--- src/design/bcmd_pkg.sv ---
// Shared types, codes and helper functions for the binary clock menu/display unit.
// No dependencies; used by the interfaces' users, bcmd_step and the top level.
package bcmd_pkg;

  // Menu mode, one-hot. CONFIRM lives for one pass only and is never stored.
  typedef enum logic [5:0] {
    MODE_CLOCK   = 6'b000001,
    MODE_HOURS   = 6'b000010,
    MODE_MINUTES = 6'b000100,
    MODE_FORMAT  = 6'b001000,
    MODE_BRIGHT  = 6'b010000,
    MODE_CONFIRM = 6'b100000
  } mode_e;

  // Mode codes as seen on the result word
  localparam logic [2:0] MS_CLOCK   = 3'd0;
  localparam logic [2:0] MS_HOURS   = 3'd1;
  localparam logic [2:0] MS_MINUTES = 3'd2;
  localparam logic [2:0] MS_FORMAT  = 3'd3;
  localparam logic [2:0] MS_BRIGHT  = 3'd4;

  localparam logic [4:0] HOUR_MAX   = 5'd23;
  localparam logic [5:0] MINUTE_MAX = 6'd59;
  localparam logic [1:0] LEVEL_RST  = 2'd2;

  // Number of display columns
  localparam int unsigned COLS = 6;

  // One input word
  typedef struct packed {
    logic       menu_pressed;
    logic       up_pressed;
    logic       down_pressed;
    logic [4:0] rtc_hours;
    logic [5:0] rtc_minutes;
    logic [5:0] rtc_seconds;
  } in_word_t;

  // Architectural state carried from pass to pass
  typedef struct packed {
    mode_e                 mode;
    logic [4:0]            held_hours;
    logic [5:0]            held_minutes;
    logic [1:0]            level;
    logic                  fmt_24h;
    logic [COLS-1:0][7:0]  cols;
  } state_t;

  // Confirm request toward the output word
  typedef struct packed {
    logic       commit;
    logic [4:0] hours;
    logic [5:0] minutes;
  } commit_t;

  // BCD digit to column pattern, read from the top of the column
  function automatic logic [7:0] digit_pat(logic [3:0] d);
    logic [7:0] p;
    case (d)
      4'd0:    p = 8'h00;
      4'd1:    p = 8'h40;
      4'd2:    p = 8'h20;
      4'd3:    p = 8'h60;
      4'd4:    p = 8'h10;
      4'd5:    p = 8'h50;
      4'd6:    p = 8'h30;
      4'd7:    p = 8'h70;
      4'd8:    p = 8'h08;
      4'd9:    p = 8'h48;
      default: p = 8'h00;
    endcase
    return p;
  endfunction

  // Tens digit of 0..63 by reciprocal multiply: (v*13)>>7
  function automatic logic [2:0] tens_of(logic [5:0] v);
    logic [9:0] p;
    p = {4'b0, v} * 10'd13;
    return p[9:7];
  endfunction

  // Returns {tens pattern, ones pattern} for a value 0..63
  function automatic logic [15:0] pair_cols(logic [5:0] v);
    logic [2:0] t;
    logic [5:0] t10;
    logic [5:0] o;
    t   = tens_of(v);
    t10 = {3'b0, t} * 6'd10;
    o   = v - t10;
    return {digit_pat({1'b0, t}), digit_pat(o[3:0])};
  endfunction

  // 12-hour form of a 24-hour value: ((h + 11) mod 12) + 1, h up to 31
  function automatic logic [4:0] hour12(logic [4:0] h);
    logic [5:0] t;
    t = {1'b0, h} + 6'd11;
    if (t >= 6'd36) begin
      t = t - 6'd36;
    end else if (t >= 6'd24) begin
      t = t - 6'd24;
    end else if (t >= 6'd12) begin
      t = t - 6'd12;
    end
    return t[4:0] + 5'd1;
  endfunction

  // Stored mode to result code
  function automatic logic [2:0] mode_code(mode_e m);
    logic [2:0] c;
    case (m)
      MODE_CLOCK:   c = MS_CLOCK;
      MODE_HOURS:   c = MS_HOURS;
      MODE_MINUTES: c = MS_MINUTES;
      MODE_FORMAT:  c = MS_FORMAT;
      MODE_BRIGHT:  c = MS_BRIGHT;
      default:      c = MS_CLOCK;
    endcase
    return c;
  endfunction

endpackage

--- src/design/bcmd_if.sv ---
// Valid/ready channel interfaces for the binary clock menu/display unit.
// Input channel carries button levels and clock time; output channel the display word.
interface bcmd_in_if;
  logic       valid;
  logic       ready;
  logic       menu_pressed;
  logic       up_pressed;
  logic       down_pressed;
  logic [4:0] rtc_hours;
  logic [5:0] rtc_minutes;
  logic [5:0] rtc_seconds;

  modport source (
    output valid, menu_pressed, up_pressed, down_pressed,
           rtc_hours, rtc_minutes, rtc_seconds,
    input  ready
  );
  modport sink (
    input  valid, menu_pressed, up_pressed, down_pressed,
           rtc_hours, rtc_minutes, rtc_seconds,
    output ready
  );
endinterface

interface bcmd_out_if;
  logic       valid;
  logic       ready;
  logic [7:0] col_seconds_ones;
  logic [7:0] col_seconds_tens;
  logic [7:0] col_minutes_ones;
  logic [7:0] col_minutes_tens;
  logic [7:0] col_hours_ones;
  logic [7:0] col_hours_tens;
  logic [1:0] intensity;
  logic [2:0] menu_state;
  logic       commit;
  logic [4:0] commit_hours;
  logic [5:0] commit_minutes;
  logic       hour_format_24;

  modport source (
    output valid, col_seconds_ones, col_seconds_tens, col_minutes_ones,
           col_minutes_tens, col_hours_ones, col_hours_tens, intensity,
           menu_state, commit, commit_hours, commit_minutes, hour_format_24,
    input  ready
  );
  modport sink (
    input  valid, col_seconds_ones, col_seconds_tens, col_minutes_ones,
           col_minutes_tens, col_hours_ones, col_hours_tens, intensity,
           menu_state, commit, commit_hours, commit_minutes, hour_format_24,
    output ready
  );
endinterface

--- src/design/binary_clock_menu_display_unit.sv ---
// Top level of the binary clock menu/display unit: input register, pass logic, result register.
// Depends on bcmd_pkg, bcmd_if (bcmd_in_if, bcmd_out_if) and bcmd_step.
//
// Usage:
//   in_i carries one word per pass of the control loop: the three button levels
//   and the clock time. out_o returns one word per input word: six LED column
//   patterns, intensity, menu mode, the confirm request and the 12/24 flag.
//   Both channels are valid/ready; a word moves when valid and ready are high.
// Path: an accepted word enters the input register, then its result loads the result register.
// Throughput: one word per cycle unless out_o.ready stalls the result. The input register frees
//   whenever the result register is empty or being taken, so words stream back to back.
// Stall: while out_o.ready is low the result holds; one more input word is
//   taken into the input register, then in_i.ready drops.
// Reset: clock mode, held time 0:00, intensity 2, 24-hour form, blank columns,
//   both registers empty. The state registers double as the result word.
module binary_clock_menu_display_unit (
  input  logic             clk_i,
  input  logic             rst_ni,
  bcmd_in_if.sink          in_i,
  bcmd_out_if.source       out_o
);
  import bcmd_pkg::*;

  // Input register
  logic     s1_valid_q;
  in_word_t s1_word_q;
  in_word_t in_word;
  logic     in_fire;
  logic     s1_fire;
  logic     out_free;

  // State / result register
  state_t   st_q;
  state_t   st_d;
  commit_t  cmt_q;
  commit_t  cmt_d;
  logic     out_valid_q;

  assign in_word = '{menu_pressed: in_i.menu_pressed, up_pressed: in_i.up_pressed,
                     down_pressed: in_i.down_pressed, rtc_hours: in_i.rtc_hours,
                     rtc_minutes: in_i.rtc_minutes, rtc_seconds: in_i.rtc_seconds};

  // Handshake control
  assign out_free   = !out_valid_q || out_o.ready;
  assign s1_fire    = s1_valid_q && out_free;
  assign in_i.ready = !s1_valid_q || out_free;
  assign in_fire    = in_i.valid && in_i.ready;

  always_ff @(posedge clk_i or negedge rst_ni) begin
    if (!rst_ni) begin
      s1_valid_q <= 1'b0;
    end else if (in_i.ready) begin
      s1_valid_q <= in_i.valid;
    end
  end

  // Payload of the input register, no reset
  always_ff @(posedge clk_i) begin
    if (in_fire) begin
      s1_word_q <= in_word;
    end
  end

  // Pass logic
  bcmd_step u_step (
    .st_i   (st_q),
    .word_i (s1_word_q),
    .st_o   (st_d),
    .cmt_o  (cmt_d)
  );

  // State and result register, loaded once per pass
  always_ff @(posedge clk_i or negedge rst_ni) begin
    if (!rst_ni) begin
      st_q.mode         <= MODE_CLOCK;
      st_q.held_hours   <= '0;
      st_q.held_minutes <= '0;
      st_q.level        <= LEVEL_RST;
      st_q.fmt_24h      <= 1'b1;
      st_q.cols         <= '0;
      cmt_q             <= '0;
      out_valid_q       <= 1'b0;
    end else begin
      if (s1_fire) begin
        st_q  <= st_d;
        cmt_q <= cmt_d;
      end
      if (out_free) begin
        out_valid_q <= s1_valid_q;
      end
    end
  end

  // Result word
  assign out_o.valid            = out_valid_q;
  assign out_o.col_seconds_ones = st_q.cols[0];
  assign out_o.col_seconds_tens = st_q.cols[1];
  assign out_o.col_minutes_ones = st_q.cols[2];
  assign out_o.col_minutes_tens = st_q.cols[3];
  assign out_o.col_hours_ones   = st_q.cols[4];
  assign out_o.col_hours_tens   = st_q.cols[5];
  assign out_o.intensity        = st_q.level;
  assign out_o.menu_state       = mode_code(st_q.mode);
  assign out_o.commit           = cmt_q.commit;
  assign out_o.commit_hours     = cmt_q.hours;
  assign out_o.commit_minutes   = cmt_q.minutes;
  assign out_o.hour_format_24   = st_q.fmt_24h;

  // Checks
  a_commit_clock: assert property (@(posedge clk_i) disable iff (!rst_ni)
    cmt_q.commit |-> st_q.mode == MODE_CLOCK)
    else $error("confirm left the mode outside clock");

  a_commit_zero: assert property (@(posedge clk_i) disable iff (!rst_ni)
    !cmt_q.commit |-> (cmt_q.hours == 5'd0 && cmt_q.minutes == 6'd0))
    else $error("commit time nonzero without confirm");

  a_state_hold: assert property (@(posedge clk_i) disable iff (!rst_ni)
    !s1_fire |=> ($stable(st_q) && $stable(cmt_q)))
    else $error("state changed without a pass");

  a_pass_valid: assert property (@(posedge clk_i) disable iff (!rst_ni)
    s1_fire |=> out_valid_q)
    else $error("pass did not produce a result word");

  a_no_overwrite: assert property (@(posedge clk_i) disable iff (!rst_ni)
    (out_valid_q && !out_o.ready) |-> !s1_fire)
    else $error("stalled result overwritten");

endmodule

--- src/design/bcmd_step.sv ---
// Next-state logic of one control pass: menu advance, set modes, column patterns.
// Depends on bcmd_pkg.
module bcmd_step (
  input  bcmd_pkg::state_t   st_i,
  input  bcmd_pkg::in_word_t word_i,
  output bcmd_pkg::state_t   st_o,
  output bcmd_pkg::commit_t  cmt_o
);
  import bcmd_pkg::*;

  mode_e      mode_eff;
  logic [4:0] hrs;
  logic [5:0] mins;
  logic [4:0] shown;
  logic [1:0] lvl;
  logic [7:0] bar;

  // Mode after a possible menu press
  always_comb begin
    mode_eff = st_i.mode;
    if (word_i.menu_pressed) begin
      case (st_i.mode)
        MODE_CLOCK:   mode_eff = MODE_HOURS;
        MODE_HOURS:   mode_eff = MODE_MINUTES;
        MODE_MINUTES: mode_eff = MODE_FORMAT;
        MODE_FORMAT:  mode_eff = MODE_BRIGHT;
        MODE_BRIGHT:  mode_eff = MODE_CONFIRM;
        default:      mode_eff = MODE_CLOCK;
      endcase
    end
  end

  // Set-mode arithmetic: up first, then down
  always_comb begin
    hrs = st_i.held_hours;
    if (word_i.up_pressed) begin
      hrs = (hrs >= HOUR_MAX) ? 5'd0 : hrs + 5'd1;
    end
    if (word_i.down_pressed) begin
      hrs = (hrs == 5'd0) ? HOUR_MAX : hrs - 5'd1;
    end

    mins = st_i.held_minutes;
    if (word_i.up_pressed) begin
      mins = (mins >= MINUTE_MAX) ? 6'd0 : mins + 6'd1;
    end
    if (word_i.down_pressed) begin
      mins = (mins == 6'd0) ? MINUTE_MAX : mins - 6'd1;
    end

    lvl = st_i.level + {1'b0, word_i.up_pressed} - {1'b0, word_i.down_pressed};

    shown = st_i.fmt_24h ? word_i.rtc_hours : hour12(word_i.rtc_hours);
  end

  // Brightness bar graph
  always_comb begin
    case (lvl)
      2'd0:    bar = 8'h40;
      2'd1:    bar = 8'h60;
      2'd2:    bar = 8'h70;
      default: bar = 8'h78;
    endcase
  end

  // Per-mode update of state and columns
  always_comb begin
    st_o        = st_i;
    st_o.mode   = mode_eff;
    cmt_o       = '0;
    case (mode_eff)
      MODE_CLOCK: begin
        st_o.held_hours   = word_i.rtc_hours;
        st_o.held_minutes = word_i.rtc_minutes;
        st_o.cols[1:0]    = pair_cols(word_i.rtc_seconds);
        st_o.cols[3:2]    = pair_cols(word_i.rtc_minutes);
        st_o.cols[5:4]    = pair_cols({1'b0, shown});
      end
      MODE_HOURS: begin
        st_o.held_hours = hrs;
        st_o.cols[3:0]  = '0;
        st_o.cols[5:4]  = pair_cols({1'b0, hrs});
      end
      MODE_MINUTES: begin
        st_o.held_minutes = mins;
        st_o.cols[1:0]    = '0;
        st_o.cols[5:4]    = '0;
        st_o.cols[3:2]    = pair_cols(mins);
      end
      MODE_FORMAT: begin
        st_o.fmt_24h   = st_i.fmt_24h ^ word_i.up_pressed ^ word_i.down_pressed;
        st_o.cols[3:0] = '0;
        st_o.cols[5:4] = st_o.fmt_24h ? pair_cols(6'd24) : pair_cols(6'd12);
      end
      MODE_BRIGHT: begin
        st_o.level   = lvl;
        st_o.cols[0] = 8'h78 & bar;
        st_o.cols[1] = 8'h70 & bar;
        st_o.cols[2] = 8'h60 & bar;
        st_o.cols[3] = 8'h40 & bar;
        st_o.cols[4] = '0;
        st_o.cols[5] = '0;
      end
      default: begin
        // confirm: columns hold, request the clock write, back to clock mode
        st_o.mode     = MODE_CLOCK;
        cmt_o.commit  = 1'b1;
        cmt_o.hours   = st_i.held_hours;
        cmt_o.minutes = st_i.held_minutes;
      end
    endcase
  end

endmodule
--- src/flat_wrapper.sv ---
// flat-port wrapper written by rule: the top's interface ports become plain ports
module binary_clock_menu_display_unit_flat import bcmd_pkg::*;
  (clk_i, rst_ni, in_i_valid, in_i_menu_pressed, in_i_up_pressed, in_i_down_pressed, in_i_rtc_hours, in_i_rtc_minutes, in_i_rtc_seconds, in_i_ready, out_o_valid, out_o_col_seconds_ones, out_o_col_seconds_tens, out_o_col_minutes_ones, out_o_col_minutes_tens, out_o_col_hours_ones, out_o_col_hours_tens, out_o_intensity, out_o_menu_state, out_o_commit, out_o_commit_hours, out_o_commit_minutes, out_o_hour_format_24, out_o_ready);
  bcmd_in_if in_i_i ();
  bcmd_out_if out_o_i ();
  input  logic clk_i;
  input  logic rst_ni;
  input wire logic [$bits(in_i_i.valid)-1:0] in_i_valid;
  input wire logic [$bits(in_i_i.menu_pressed)-1:0] in_i_menu_pressed;
  input wire logic [$bits(in_i_i.up_pressed)-1:0] in_i_up_pressed;
  input wire logic [$bits(in_i_i.down_pressed)-1:0] in_i_down_pressed;
  input wire logic [$bits(in_i_i.rtc_hours)-1:0] in_i_rtc_hours;
  input wire logic [$bits(in_i_i.rtc_minutes)-1:0] in_i_rtc_minutes;
  input wire logic [$bits(in_i_i.rtc_seconds)-1:0] in_i_rtc_seconds;
  output wire logic [$bits(in_i_i.ready)-1:0] in_i_ready;
  output wire logic [$bits(out_o_i.valid)-1:0] out_o_valid;
  output wire logic [$bits(out_o_i.col_seconds_ones)-1:0] out_o_col_seconds_ones;
  output wire logic [$bits(out_o_i.col_seconds_tens)-1:0] out_o_col_seconds_tens;
  output wire logic [$bits(out_o_i.col_minutes_ones)-1:0] out_o_col_minutes_ones;
  output wire logic [$bits(out_o_i.col_minutes_tens)-1:0] out_o_col_minutes_tens;
  output wire logic [$bits(out_o_i.col_hours_ones)-1:0] out_o_col_hours_ones;
  output wire logic [$bits(out_o_i.col_hours_tens)-1:0] out_o_col_hours_tens;
  output wire logic [$bits(out_o_i.intensity)-1:0] out_o_intensity;
  output wire logic [$bits(out_o_i.menu_state)-1:0] out_o_menu_state;
  output wire logic [$bits(out_o_i.commit)-1:0] out_o_commit;
  output wire logic [$bits(out_o_i.commit_hours)-1:0] out_o_commit_hours;
  output wire logic [$bits(out_o_i.commit_minutes)-1:0] out_o_commit_minutes;
  output wire logic [$bits(out_o_i.hour_format_24)-1:0] out_o_hour_format_24;
  input wire logic [$bits(out_o_i.ready)-1:0] out_o_ready;
  assign in_i_i.valid = in_i_valid;
  assign in_i_i.menu_pressed = in_i_menu_pressed;
  assign in_i_i.up_pressed = in_i_up_pressed;
  assign in_i_i.down_pressed = in_i_down_pressed;
  assign in_i_i.rtc_hours = in_i_rtc_hours;
  assign in_i_i.rtc_minutes = in_i_rtc_minutes;
  assign in_i_i.rtc_seconds = in_i_rtc_seconds;
  assign in_i_ready = in_i_i.ready;
  assign out_o_valid = out_o_i.valid;
  assign out_o_col_seconds_ones = out_o_i.col_seconds_ones;
  assign out_o_col_seconds_tens = out_o_i.col_seconds_tens;
  assign out_o_col_minutes_ones = out_o_i.col_minutes_ones;
  assign out_o_col_minutes_tens = out_o_i.col_minutes_tens;
  assign out_o_col_hours_ones = out_o_i.col_hours_ones;
  assign out_o_col_hours_tens = out_o_i.col_hours_tens;
  assign out_o_intensity = out_o_i.intensity;
  assign out_o_menu_state = out_o_i.menu_state;
  assign out_o_commit = out_o_i.commit;
  assign out_o_commit_hours = out_o_i.commit_hours;
  assign out_o_commit_minutes = out_o_i.commit_minutes;
  assign out_o_hour_format_24 = out_o_i.hour_format_24;
  assign out_o_i.ready = out_o_ready;
  binary_clock_menu_display_unit u_core (.clk_i(clk_i), .rst_ni(rst_ni), .in_i(in_i_i), .out_o(out_o_i));
endmodule
--- config.mk ---
export PLATFORM = sky130hd
export DESIGN_NAME = binary_clock_menu_display_unit_flat
export DESIGN_NICKNAME = d
export VERILOG_FILES = /design/src/design/bcmd_pkg.sv /design/src/design/bcmd_if.sv /design/src/design/binary_clock_menu_display_unit.sv /design/src/design/bcmd_step.sv /design/src/flat_wrapper.sv
export SDC_FILE = /design/constraint.sdc
export NUM_CORES = 1
export LEC_CHECK = 0
export BUFFER_PORTS_ARGS = -buffer_cell sky130_fd_sc_hd__buf_2
export CAP_MARGIN = 40
export CORE_MARGIN = 10
export CORE_UTILIZATION = 54
export DETAILED_ROUTE_END_ITERATION = 16
export PLACE_DENSITY = 0.79
export SLEW_MARGIN = 20
export SYNTH_ARGS = -nofsm -noshare
export SYNTH_HDL_FRONTEND = slang
export SYNTH_SLANG_ARGS = --single-unit
export TNS_END_PERCENT = 100
--- constraint.sdc ---
create_clock -name clk_i -period 5.8 [get_ports clk_i]
set_input_delay 1.74 -clock clk_i [delete_from_list [all_inputs] [get_ports clk_i]]
set_output_delay 1.74 -clock clk_i [all_outputs]
set_load 0.03 [all_outputs]
==> run metrics <==
Peak VDD IR=about 0.45 mV; Setup CP Type=reg -> reg; CTS Root Cell=clkbuf_16; Port Buffers=63; Starting DRT DRC Count=roughly 430; Final Non-Filler Cells=roughly 1k; critical-path maximum fanout=4; Rows=a little over 40; Most Frequent Cell on Critical Path=inv_1; starting density of the core=0.551; clk sinks=74; slowest CP cell=fa_1; Die ar.=between 15000 and 20000 µm²; Setup crit end kind=register; hold path start=u_core.out_o.col_seconds_tens[6]; CP required=slightly above 6 ns; final WL=16200 µm; Worst Hold Depth=2; dpl cell area=~7300 µm²; DRC=0; cell with the most instances after synthesis=ha_1; crit path DAT=just under 6 ns; hold slack=between 0.4 and 0.5 ns; relative slew slack=0.442; htree depth=3; CTS tree=done; placed cell count=997; Ports=92; Worst Hold End=u_core.out_o.col_seconds_tens[6]; worst-case reg-to-reg path depth=25; synthesis warning total=0; Commonest cells post-synth=ha_1, nand2_1, inv_1; first-pass GRT wire length=between 20000 and 30000 µm; reg2reg end=u_core.out_o.col_minutes_ones[5]; clock slew at reported path FFs=around 0.060 ns; Antenna Violating Nets Remaining=0; commonest register cell after synthesis=dfrtp_1; Syn Inst Count=794; endpoints failing setup=0; worst reg2reg path startpoint=u_core.st_q[52]; initial antenna violation count=1; crit share post-route=0.983; synthesized flop and latch total=74; biggest area consumer among synthesized cells=dfrtp_1; final instance area=roughly 7900 µm²; fmax=roughly 180 MHz; max-slew violations=0; vias per inst=between 5 and 6; largest net degree at the start of global routing=55; status=complete, no violations; synth top area cells=dfrtp_1, ha_1, edfxtp_1; leakage=approximately 3.8 nW; Max-Cap Viols=0; Power Total=between 5 and 6 mW; total global routing overflow=0; Multi-input gate area=approximately 4600 µm²; layout cells sized above 1=0.218; synthesized area per cell=8.76 µm²; Layout Nets=slightly below 1k; final weighted congestion in routability-driven placement=0.890; Mapped Area=just under 7000 µm²; cts bufs inserted=9; Startpoint Class=register; clock latency on the worst-skew pair=approximately 0.35 ns; Layout area overhead=13.7%; Post-synth EDFFs=20; GRT Util Overall=0.177; Post-synth ARST share=0.730; CORE AREA=about 13000 µm²; CP Buf/Inv Count=4; DR WL/cell=15.8 µm; fin worst setup slack=0.101 ns; fin crit period=5.70 ns; Pwr Density=645 nW/µm²; Seq/Total Area, Yosys=0.281; Max stage delay on crit path=0.50 ns; # diodes=0; post-DP HPWL=approximately 12000 µm; Least-Margin Pin Slew=~0.84 ns; drt pass-1 iters=5; number of global-route vias before repair=~5.4k; Die H=~130 µm; Filler Cell Count=~1.1k; Final Hold Fails=0; Setup WS pre-CTS=-0.0880 ns; CTS Hold Bufs=0; FF+latch area=around 2000 µm²; maximum clock insertion buffer count=2; Synth top area share=0.184; DR vias=about 5.7k; clk_skew=approximately 0.0065 ns; register-to-register path setup slack=around 0.1 ns; die width=roughly 130 µm; Hold Crit Class=reg -> reg; synth unique cells=85; Crit path max-delay family=adder cells
==> power by group <==
group	internal, mW	leakage [nW]	switching [mW]	total, mW
combinational	1.62	2.81	2.11	3.73
clock	0.288	0.130	0.234	0.522
sequential	0.696	0.865	0.157	0.853
==> final cells by class <==
cell class,instances,share of cell area
clock buffers,9,0.0285
clock inverters,7,0.00554
inverters,63,0.0299
multi-input cells,594,0.576
flip-flops and latches,74,0.247
well taps,172,0.0272
repair buffers,111,0.0857
==> state kept, by name (all words and copies together), names as in the netlist, 3 cells and up <==
signal / cells
u_core.s1_word_q: 20
u_core.st_q: 17
u_core.out_o.commit_minutes: 6
u_core.out_o.commit_hours: 5
u_core.out_o.col_hours_ones: 4
u_core.out_o.col_minutes_ones: 4
u_core.out_o.col_seconds_ones: 4
u_core.out_o.col_minutes_tens: 3
u_core.out_o.col_seconds_tens: 3
==> cells by family after synthesis <==
| group | after synthesis | share of synthesized area |
|---|---|---|
| AND/OR/NAND/NOR | 220 | 0.155 |
| AO/OA/AOI/OAI | 193 | 0.186 |
| buffers and inverters | 153 | 0.113 |
| adder cells (fa/ha/maj) | 98 | 0.190 |
| flip-flops | 74 | 0.281 |
| XOR/XNOR | 48 | 0.0635 |
| multiplexers | 7 | 0.0103 |
| other | 1 | 0.000539 |
==> how the worst max path moves through the flow <==
| stage | depth (start not counted) | end | start |
|---|---|---|---|
| final | 25 | u_core.out_o.col_minutes_ones[5] | u_core.st_q[52] |
| after global routing | 25 | u_core.out_o.col_minutes_ones[5] | u_core.st_q[52] |
| after CTS | 25 | u_core.out_o.col_hours_ones[6] | u_core.s1_word_q[12] |
| after detailed placement | 23 | u_core.out_o.col_hours_ones[6] | u_core.st_q[57] |
| after global placement | 26 | u_core.out_o.col_minutes_ones[5] | u_core.st_q[51] |
| after floorplan | 26 | u_core.out_o.col_hours_ones[6] | u_core.s1_word_q[12] |
==> repair_timing <==
action	CTS	global route
gates cloned	0	0
pin swaps	0	20
resized for setup	3	40
endpoints found under the hold margin	0	0
endpoints found under the setup margin	6	8
buffers inserted	0	17
==> worst min-delay path, delay by kind of cell, from the launching register on <==
| family | cells | cell delay, ns |
|---|---|---|
| and+or+nand+nor | 1 | 0.04 |
| AOI/OAI and AO/OA | 1 | 0.06 |
| DFF | 1 | 0.34 |
==> metrics by stage <==
step,TNS (ns),util
finish,0,0.627
global route,-0.652,0.627
CTS,-0.0167,0.600
detailed placement,-0.194,0.577
global placement,0,0.575
floorplan,0,-
==> cell usage in the layout (no fill, tap or decap), drive strengths merged, types with 20 or more instances in the layout <==
| cell | n |
|---|---|
| buf | 111 |
| ha | 85 |
| nand2 | 82 |
| inv | 65 |
| o21ai | 62 |
| dfrtp | 51 |
| nor2 | 49 |
| a21oi | 44 |
| xnor2 | 32 |
| conb | 28 |
| edfxtp | 20 |
==> layer usage <==
layer  GRT usage  up-vias  share of wire
met5           0        -              0
met4      0.0599        0          0.014
met3      0.0455       18          0.064
met2       0.278      169           0.46
met1       0.232     2691           0.46
li1            -     2840              -
Note: power is estimated with default switching activity, not from simulation.
